`config.mk`:
```
export PLATFORM = sky130hd
export DESIGN_NAME = csv_field_tokenizer
export DESIGN_NICKNAME = d
export VERILOG_FILES = /design/src/csv_tok_pkg.sv /design/src/csv_tok_cfg.sv /design/src/csv_tok_core.sv /design/src/csv_field_tokenizer.sv
export SDC_FILE = /design/constraint.sdc
export NUM_CORES = 1
export LEC_CHECK = 0
export ABC_AREA = 1
export BUFFER_PORTS_ARGS = -buffer_cell sky130_fd_sc_hd__buf_2
export CORE_MARGIN = 2
export CORE_UTILIZATION = 48
export DETAILED_ROUTE_END_ITERATION = 6
export PLACE_DENSITY = 0.73
export SYNTH_ARGS = -nofsm -noshare
export SYNTH_HDL_FRONTEND = slang
export SYNTH_SLANG_ARGS = --single-unit
```
`constraint.sdc`:
```
create_clock -name clk -period 12 [get_ports clk]
set_input_delay 0.6 -clock clk [delete_from_list [all_inputs] [get_ports clk]]
set_output_delay 0.6 -clock clk [all_outputs]
set_load 0.02 [all_outputs]
```
`src/csv_tok_pkg.sv`:
```
// Package for the CSV field tokenizer: shared constants, register codes and
// the structs passed between the tokenizer modules. No dependencies.
package csv_tok_pkg;

	// Stream limits
	localparam int unsigned MAX_COLUMNS = 255;
	localparam int unsigned MAX_ROWS    = 65535;

	localparam int COL_W = 8;
	localparam int ROW_W = 16;

	// Highest column index and row index the counters reach
	localparam logic [COL_W-1:0] COL_SAT =
		COL_W'((MAX_COLUMNS - 1 < 255) ? MAX_COLUMNS - 1 : 255);
	localparam logic [ROW_W-1:0] ROW_SAT =
		ROW_W'((MAX_ROWS - 1 < 65535) ? MAX_ROWS - 1 : 65535);
	// Field count of one row is clamped here
	localparam logic [COL_W:0] WIDTH_SAT =
		(COL_W+1)'((MAX_COLUMNS < 255) ? MAX_COLUMNS : 255);

	localparam logic [7:0] QUOTE_CHAR        = 8'h22;
	localparam logic [7:0] DEFAULT_FIELD_SEP = 8'h2C;
	localparam logic [7:0] DEFAULT_ROW_SEP   = 8'h0A;

	// Register map, index = paddr[2]
	localparam int APB_ADDR_W = 3;
	localparam logic REG_FIELD_SEP = 1'b0;
	localparam logic REG_ROW_SEP   = 1'b1;

	typedef struct packed {
		logic [7:0] field_sep;
		logic [7:0] row_sep;
	} cfg_t;

	typedef struct packed {
		logic             has_result;
		logic             char_valid;
		logic [7:0]       out_char;
		logic [COL_W-1:0] column_index;
		logic [ROW_W-1:0] row_index;
		logic             field_end;
		logic             row_end;
		logic [COL_W-1:0] widest_row;
	} result_t;

endpackage

```
`src/csv_tok_cfg.sv`:
```
// APB-style register block holding the field and row separators.
// Depends on csv_tok_pkg.
module csv_tok_cfg
	import csv_tok_pkg::*;
(
	input  logic                  clk,
	input  logic                  arst_n,
	input  logic                  psel,
	input  logic                  penable,
	input  logic                  pwrite,
	input  logic [APB_ADDR_W-1:0] paddr,
	input  logic [31:0]           pwdata,
	output logic [31:0]           prdata,
	output logic                  pready,
	output cfg_t                  cfg
);

	logic [7:0] field_sep_q;
	logic [7:0] row_sep_q;
	logic       wr_en;

	assign pready = 1'b1;
	assign wr_en  = psel && penable && pwrite && pready;

	// register writes in the access phase
	always_ff @(posedge clk or negedge arst_n) begin
		if (!arst_n) begin
			field_sep_q <= DEFAULT_FIELD_SEP;
			row_sep_q   <= DEFAULT_ROW_SEP;
		end else if (wr_en) begin
			case (paddr[2])
				REG_FIELD_SEP: field_sep_q <= pwdata[7:0];
				REG_ROW_SEP:   row_sep_q   <= pwdata[7:0];
				default: ;
			endcase
		end
	end

	// read mux
	always_comb begin
		case (paddr[2])
			REG_FIELD_SEP: prdata = {24'd0, field_sep_q};
			REG_ROW_SEP:   prdata = {24'd0, row_sep_q};
			default:       prdata = 32'd0;
		endcase
	end

	assign cfg.field_sep = field_sep_q;
	assign cfg.row_sep   = row_sep_q;

endmodule

```
`src/csv_tok_core.sv`:
```
// Tokenizer state and per-byte next-state logic: quote handling, field and
// row counting, widest-row tracking. Depends on csv_tok_pkg.
module csv_tok_core
	import csv_tok_pkg::*;
(
	input  logic       clk,
	input  logic       arst_n,
	input  logic       step,
	input  logic [7:0] in_byte,
	input  logic       last,
	input  cfg_t       cfg,
	output result_t    res
);

	logic             row_open_q, field_start_q, quoted_q, qpend_q;
	logic [COL_W-1:0] col_q, max_col_q;
	logic [ROW_W-1:0] row_q;

	logic             row_open_d, field_start_d, quoted_d, qpend_d;
	logic [COL_W-1:0] col_d, max_col_d;
	logic [ROW_W-1:0] row_d;

	logic             is_rsep, raw, cv, fe, re;
	logic [COL_W:0]   width;

	// per-byte decode and next state
	always_comb begin
		row_open_d    = row_open_q;
		field_start_d = field_start_q;
		quoted_d      = quoted_q;
		qpend_d       = qpend_q;
		col_d         = col_q;
		max_col_d     = max_col_q;
		row_d         = row_q;
		cv            = 1'b0;
		fe            = 1'b0;
		re            = 1'b0;
		raw           = 1'b1;
		width         = '0;
		is_rsep       = (in_byte == cfg.row_sep);

		res.has_result   = 1'b1;
		res.column_index = col_q;
		res.row_index    = row_q;

		if (is_rsep) begin
			// row separator: closes an open row; an empty line has nothing to report
			res.has_result = row_open_q;
			fe = row_open_q;
			re = row_open_q;
		end else begin
			row_open_d = 1'b1;
			// inside a quoted field
			if (quoted_q) begin
				raw = 1'b0;
				if (qpend_q) begin
					qpend_d = 1'b0;
					if (in_byte == QUOTE_CHAR) begin
						cv = 1'b1;
					end else begin
						quoted_d = 1'b0;
						raw = 1'b1;
					end
				end else if (in_byte == QUOTE_CHAR) begin
					qpend_d = 1'b1;
				end else begin
					cv = 1'b1;
				end
			end
			// plain text, opening quote or field separator
			if (raw) begin
				if (field_start_q && in_byte == QUOTE_CHAR) begin
					quoted_d      = 1'b1;
					field_start_d = 1'b0;
				end else if (in_byte == cfg.field_sep) begin
					fe = 1'b1;
					if (col_q < COL_SAT)
						col_d = col_q + 1'b1;
					field_start_d = 1'b1;
				end else begin
					cv = 1'b1;
					field_start_d = 1'b0;
				end
			end
			if (last) begin
				fe = 1'b1;
				re = 1'b1;
			end
		end

		// row close: width update, row count, column reset
		if (re) begin
			width = {1'b0, col_d} + 1'b1;
			if (width > WIDTH_SAT)
				width = WIDTH_SAT;
			if (width[COL_W-1:0] > max_col_q)
				max_col_d = width[COL_W-1:0];
			if (row_q < ROW_SAT)
				row_d = row_q + 1'b1;
			col_d         = '0;
			field_start_d = 1'b1;
			quoted_d      = 1'b0;
			qpend_d       = 1'b0;
			row_open_d    = 1'b0;
		end

		res.char_valid = cv;
		res.out_char   = cv ? in_byte : 8'd0;
		res.field_end  = fe;
		res.row_end    = re;
		res.widest_row = max_col_d;

		// end of stream: back to the reset state
		if (last) begin
			row_open_d    = 1'b0;
			field_start_d = 1'b1;
			quoted_d      = 1'b0;
			qpend_d       = 1'b0;
			col_d         = '0;
			row_d         = '0;
			max_col_d     = '0;
		end
	end

	// state registers
	always_ff @(posedge clk or negedge arst_n) begin
		if (!arst_n) begin
			row_open_q    <= 1'b0;
			field_start_q <= 1'b1;
			quoted_q      <= 1'b0;
			qpend_q       <= 1'b0;
			col_q         <= '0;
			row_q         <= '0;
			max_col_q     <= '0;
		end else if (step) begin
			row_open_q    <= row_open_d;
			field_start_q <= field_start_d;
			quoted_q      <= quoted_d;
			qpend_q       <= qpend_d;
			col_q         <= col_d;
			row_q         <= row_d;
			max_col_q     <= max_col_d;
		end
	end

	// a pending quote only exists inside a quoted field
	a_qpend_quoted: assert property (@(posedge clk) disable iff (!arst_n)
		qpend_q |-> quoted_q)
		else $error("quote pending outside quoted field");

	// a quoted field has already consumed its first byte
	a_quoted_not_start: assert property (@(posedge clk) disable iff (!arst_n)
		quoted_q |-> !field_start_q)
		else $error("quoted field still marked at field start");

	// columns only advance within an open row
	a_col_in_row: assert property (@(posedge clk) disable iff (!arst_n)
		!row_open_q |-> (col_q == '0))
		else $error("column count nonzero with no open row");

endmodule

```
`src/csv_field_tokenizer.sv`:
```
// Top level of the CSV field tokenizer: input stage, result register and
// the register block. Depends on csv_tok_pkg, csv_tok_cfg, csv_tok_core.
//
//   channel | signals                                   | dir
//   --------+-------------------------------------------+-----
//   in      | in_valid, in_ready, in_byte, last         | in
//   out     | out_valid, out_ready, char_valid, out_char,| out
//           | column_index, row_index, field_end,       |
//           | row_end, widest_row                       |
//   apb     | psel, penable, pwrite, paddr, pwdata,     | in
//           | prdata, pready                            |
//
// One byte per cycle sustained while out_ready holds; an accepted byte passes
// the input stage, then the tokenizer logic, into the result register,
// from which its result is offered.
// Bytes that give no result (empty lines) pass through without output.
// A stalled result register holds the input stage; the input stage still
// takes a byte while the result waits, if it is empty.
// Reset clears the tokenizer state and sets separators to ',' and newline.
module csv_field_tokenizer
	import csv_tok_pkg::*;
(
	input  logic                  clk,
	input  logic                  arst_n,
	input  logic                  in_valid,
	output logic                  in_ready,
	input  logic [7:0]            in_byte,
	input  logic                  last,
	output logic                  out_valid,
	input  logic                  out_ready,
	output logic                  char_valid,
	output logic [7:0]            out_char,
	output logic [COL_W-1:0]      column_index,
	output logic [ROW_W-1:0]      row_index,
	output logic                  field_end,
	output logic                  row_end,
	output logic [COL_W-1:0]      widest_row,
	input  logic                  psel,
	input  logic                  penable,
	input  logic                  pwrite,
	input  logic [APB_ADDR_W-1:0] paddr,
	input  logic [31:0]           pwdata,
	output logic [31:0]           prdata,
	output logic                  pready
);

	cfg_t       cfg;
	result_t    res;
	logic       valid_s1;
	logic [7:0] byte_s1;
	logic       last_s1;
	logic       advance;
	logic       out_valid_q;
	result_t    out_q;

	csv_tok_cfg u_cfg (
		.clk    (clk),
		.arst_n (arst_n),
		.psel   (psel),
		.penable(penable),
		.pwrite (pwrite),
		.paddr  (paddr),
		.pwdata (pwdata),
		.prdata (prdata),
		.pready (pready),
		.cfg    (cfg)
	);

	// stage 1 moves on when the result register is free or being drained
	assign advance  = valid_s1 && (!out_valid_q || out_ready);
	assign in_ready = !valid_s1 || advance;

	// input stage
	always_ff @(posedge clk or negedge arst_n) begin
		if (!arst_n) begin
			valid_s1 <= 1'b0;
		end else if (in_ready) begin
			valid_s1 <= in_valid;
		end
	end

	always_ff @(posedge clk) begin
		if (in_ready && in_valid) begin
			byte_s1 <= in_byte;
			last_s1 <= last;
		end
	end

	csv_tok_core u_core (
		.clk    (clk),
		.arst_n (arst_n),
		.step   (advance),
		.in_byte(byte_s1),
		.last   (last_s1),
		.cfg    (cfg),
		.res    (res)
	);

	// result register
	always_ff @(posedge clk or negedge arst_n) begin
		if (!arst_n) begin
			out_valid_q <= 1'b0;
		end else if (advance) begin
			out_valid_q <= res.has_result;
		end else if (out_ready) begin
			out_valid_q <= 1'b0;
		end
	end

	always_ff @(posedge clk) begin
		if (advance && res.has_result)
			out_q <= res;
	end

	assign out_valid    = out_valid_q;
	assign char_valid   = out_q.char_valid;
	assign out_char     = out_q.out_char;
	assign column_index = out_q.column_index;
	assign row_index    = out_q.row_index;
	assign field_end    = out_q.field_end;
	assign row_end      = out_q.row_end;
	assign widest_row   = out_q.widest_row;

	// a closed row always closes its field
	a_row_closes_field: assert property (@(posedge clk) disable iff (!arst_n)
		out_valid_q |-> (!out_q.row_end || out_q.field_end))
		else $error("row end without field end");

	// a consumed byte carries no character
	a_char_zero: assert property (@(posedge clk) disable iff (!arst_n)
		(out_valid_q && !out_q.char_valid) |-> (out_q.out_char == 8'd0))
		else $error("character set on a result with no character");

	// stage 1 keeps its byte while the result register is blocked
	a_s1_hold: assert property (@(posedge clk) disable iff (!arst_n)
		(valid_s1 && !advance) |=> valid_s1)
		else $error("input stage dropped a byte while stalled");

endmodule
```
==> results.cfg <==
[die]
io_pins = 129
core_area_um2 = 11500
rows = 39
die_w_um = 113
die_h_um = 113
start_util = 0.493
die_area_um2 = 12700

[sta]
fin_ws_ns = 6.86
totalNegativeSetupSlack_ns = 0
max_freq_mhz = 195
tightest_slew_ns = 0.720
report.final.setup_viol = 0
period_minus_slack_ns = 5.14
clock_skew_ns = 0.0121
final.hold.worst_slack_ns = 0.371
max-slew-margin-rel = 0.520
finalCritPeriodShare = 0.428
slew_viol_final = 0
rsz0062_at_grt = no
hold_viol = 0

[clock_tree]
clockBufferDepth = 2
ctsHoldBuffers = 0
clkSlewWorstSetupHoldPaths_ns = 0.07
cts_root_buffer = clkbuf_16
cts.sinks = 106
clk-insertion-delay-late_ns = 0.35
numCtsBuffers = 9
cts_resized = 0
postCtsSetupRepairBufs = 0
h-tree-depth = 3
cts_tree = done

[worst_setup_path]
cpMostUsedCell = nand2_1
critPathCaptureType = register
critPathLaunchType = register
critPathKind = register to register
crit_path_max_fanout = 12
critPathMaxStageDelay_ns = 0.43
critPathArrivalTime_ns = 5.35
cp.required_ns = 12.21
worst_path_max_delay_cell = edfxtp_1

[job]
maxCapViolations = 0

[hold_path]
worst_hold_path_type = primary input to asynchronous set/reset pin

[layout]
layout_common_cells = nand2_1 (182), inv_1 (102), buf_2 (77), edfxtp_1 (52), dfrtp_1 (48)
fill_cells = 1040
postLayoutCellArea_um2 = 6390
area_growth_pct = 13.0
final_cells = 892
drive_gt1_frac = 0.180
antennaDiodeCount = 0
layout_commonest_cell = nand2_1
fin_nets = 809

[outcome]
status = finished clean

[drt]
routed_wl_um = 11700
postRouteAntennaNets = 0
drt_iter0_markers = 244
wl_per_cell_um = 13.1
first_pass_iters = 5
route.detailed.drc = 0
via_count = 4445
vias_per_cell = 4.98

[logic_synthesis]
synthTopCellsByArea = edfxtp_1 (28%), dfrtp_1 (21%), nand2_1 (12%)
ys_types = 40
synth_area_um2 = 5660
synth_seq_cells = 106
yosysWarnings = 0
synth_seq_area_share = 0.516
avgSynthCellArea_um2 = 8.53
netlist_instances = 663
yosys.area.top_type_share = 0.276
post-synth-top-area-cell = edfxtp_1

[placement]
gp_congestion = 0.867
hpwl_um = 8490
dpl_worst_slack_ns = 6.95
place_area_um2 = 6090
numPortBuffers = 77
dpl.cell_count = 876

[grt]
antenna_found_initial = 0
gr-usage-all-layers = 0.189
grt_max_degree = 55
first_global_vias = 4083
gr-total-overflow = 0
grt_pass1_wl_um = 19300

[power_and_ir_drop]
powerDensity_nw_per_um2 = 160
ir_drop_mv = 0.110
leakagePower_uw = 0.00320
-- per-stage QoR --
step           utilization  power (µW)
6_report             0.558        1020
4_1_cts              0.558        1030
5_1_grt              0.558        1080
3_3_place_gp         0.531         718
2_1_floorplan            -         659
3_5_place_dp         0.531         726
-- area by class of cell --
type / instances / area [µm²] / area share
Timing Repair Buffer: 79 / 400 / 0.0626
Clock inverter: 4 / 47.5 / 0.00743
Inverter: 110 / 413 / 0.0646
Tap cell: 143 / 179 / 0.0280
Multi-Input combinational cell: 438 / 2180 / 0.340
Sequential cell: 106 / 2920 / 0.457
Clock buffer: 12 / 258 / 0.0403
-- routing by layer --
| metal | global-route usage | share of wire |
|---|---|---|
| met1 | 0.259 | 0.47 |
| met2 | 0.301 | 0.47 |
| met3 | 0.0346 | 0.050 |
| met4 | 0.0732 | 0.015 |
| met5 | 0 | 0 |
-- final timing paths --
kind                             startpoint             endpoint  slack, ns  depth (start not counted)
max                              byte_s1[0]        widest_row[3]       6.86                         34
max in group asynchronous            arst_n  u_core.max_col_q[2]      11.14                          2
min in group clk                 in_byte[3]           byte_s1[3]       0.42                          1
min                                  arst_n   u_cfg.row_sep_q[0]       0.37                          2
max reg2reg                      byte_s1[0]        widest_row[3]       6.86                         34
min reg2reg                u_core.row_q[15]        row_index[15]       0.47                          0
-- sequential cells by signal, indices dropped and copies added (netlist names), 8 cells and up --
register and cells:
out_char 8, u_core.row_q 16, column_index 8, u_cfg.field_sep_q 8, byte_s1 8, row_index 16
u_core.col_q 8, u_cfg.row_sep_q 8, u_core.max_col_q 8, widest_row 8
-- logic make-up (layout without fill, tap and decap cells) --
group	after synthesis	count (layout)	share of synthesized area
buf+inv	142	205	0.114
simple gates	316	316	0.255
xor+xnor	4	4	0.00619
other cells	2	25	0.00133
compound gates	79	79	0.0763
fa+ha+maj	14	14	0.0310
flops	106	106	0.516
-- cell usage after synthesis --
master,instances
nand3_2,3
nor2_2,5
dfrtp_1,48
nand4_1,11
inv_1,102
a31oi_1,1
o21ai_0,42
or2_2,1
a41oi_1,2
nand3_1,32
o21ai_2,4
o21ai_1,3
nand3b_1,1
nand3_4,3
nand2_1,182
buf_6,2
nor2_1,47
inv_2,7
a21oi_1,18
nand2_2,6
or2_1,1
conb_1,2
dfstp_2,6
o211ai_1,1
clkbuf_1,4
xnor2_1,2
edfxtp_1,52
nor3_1,8
xor2_1,2
nand2_4,4
clkinv_1,1
o22ai_1,8
and3_1,1
dlygate4sd1_1,1
nand4_2,1
buf_4,25
nor2_4,3
and2_1,6
nor4_1,1
ha_1,14
-- power by group --
part           internal (µW)  total, µW  switching (µW)
Combinational           77.0        246             169
Sequential               446        474            27.3
Clock                    174        303             129
-- critical path, delay by kind of cell, from the launching register on --
| family | cells | cell delay [ns] |
|---|---|---|
| buf+inv | 6 | 0.79 |
| fa+ha+maj | 3 | 0.73 |
| simple gates | 21 | 2.65 |
| flops | 1 | 0.43 |
| compound gates | 4 | 0.38 |
(Power assumes the default switching activity.)
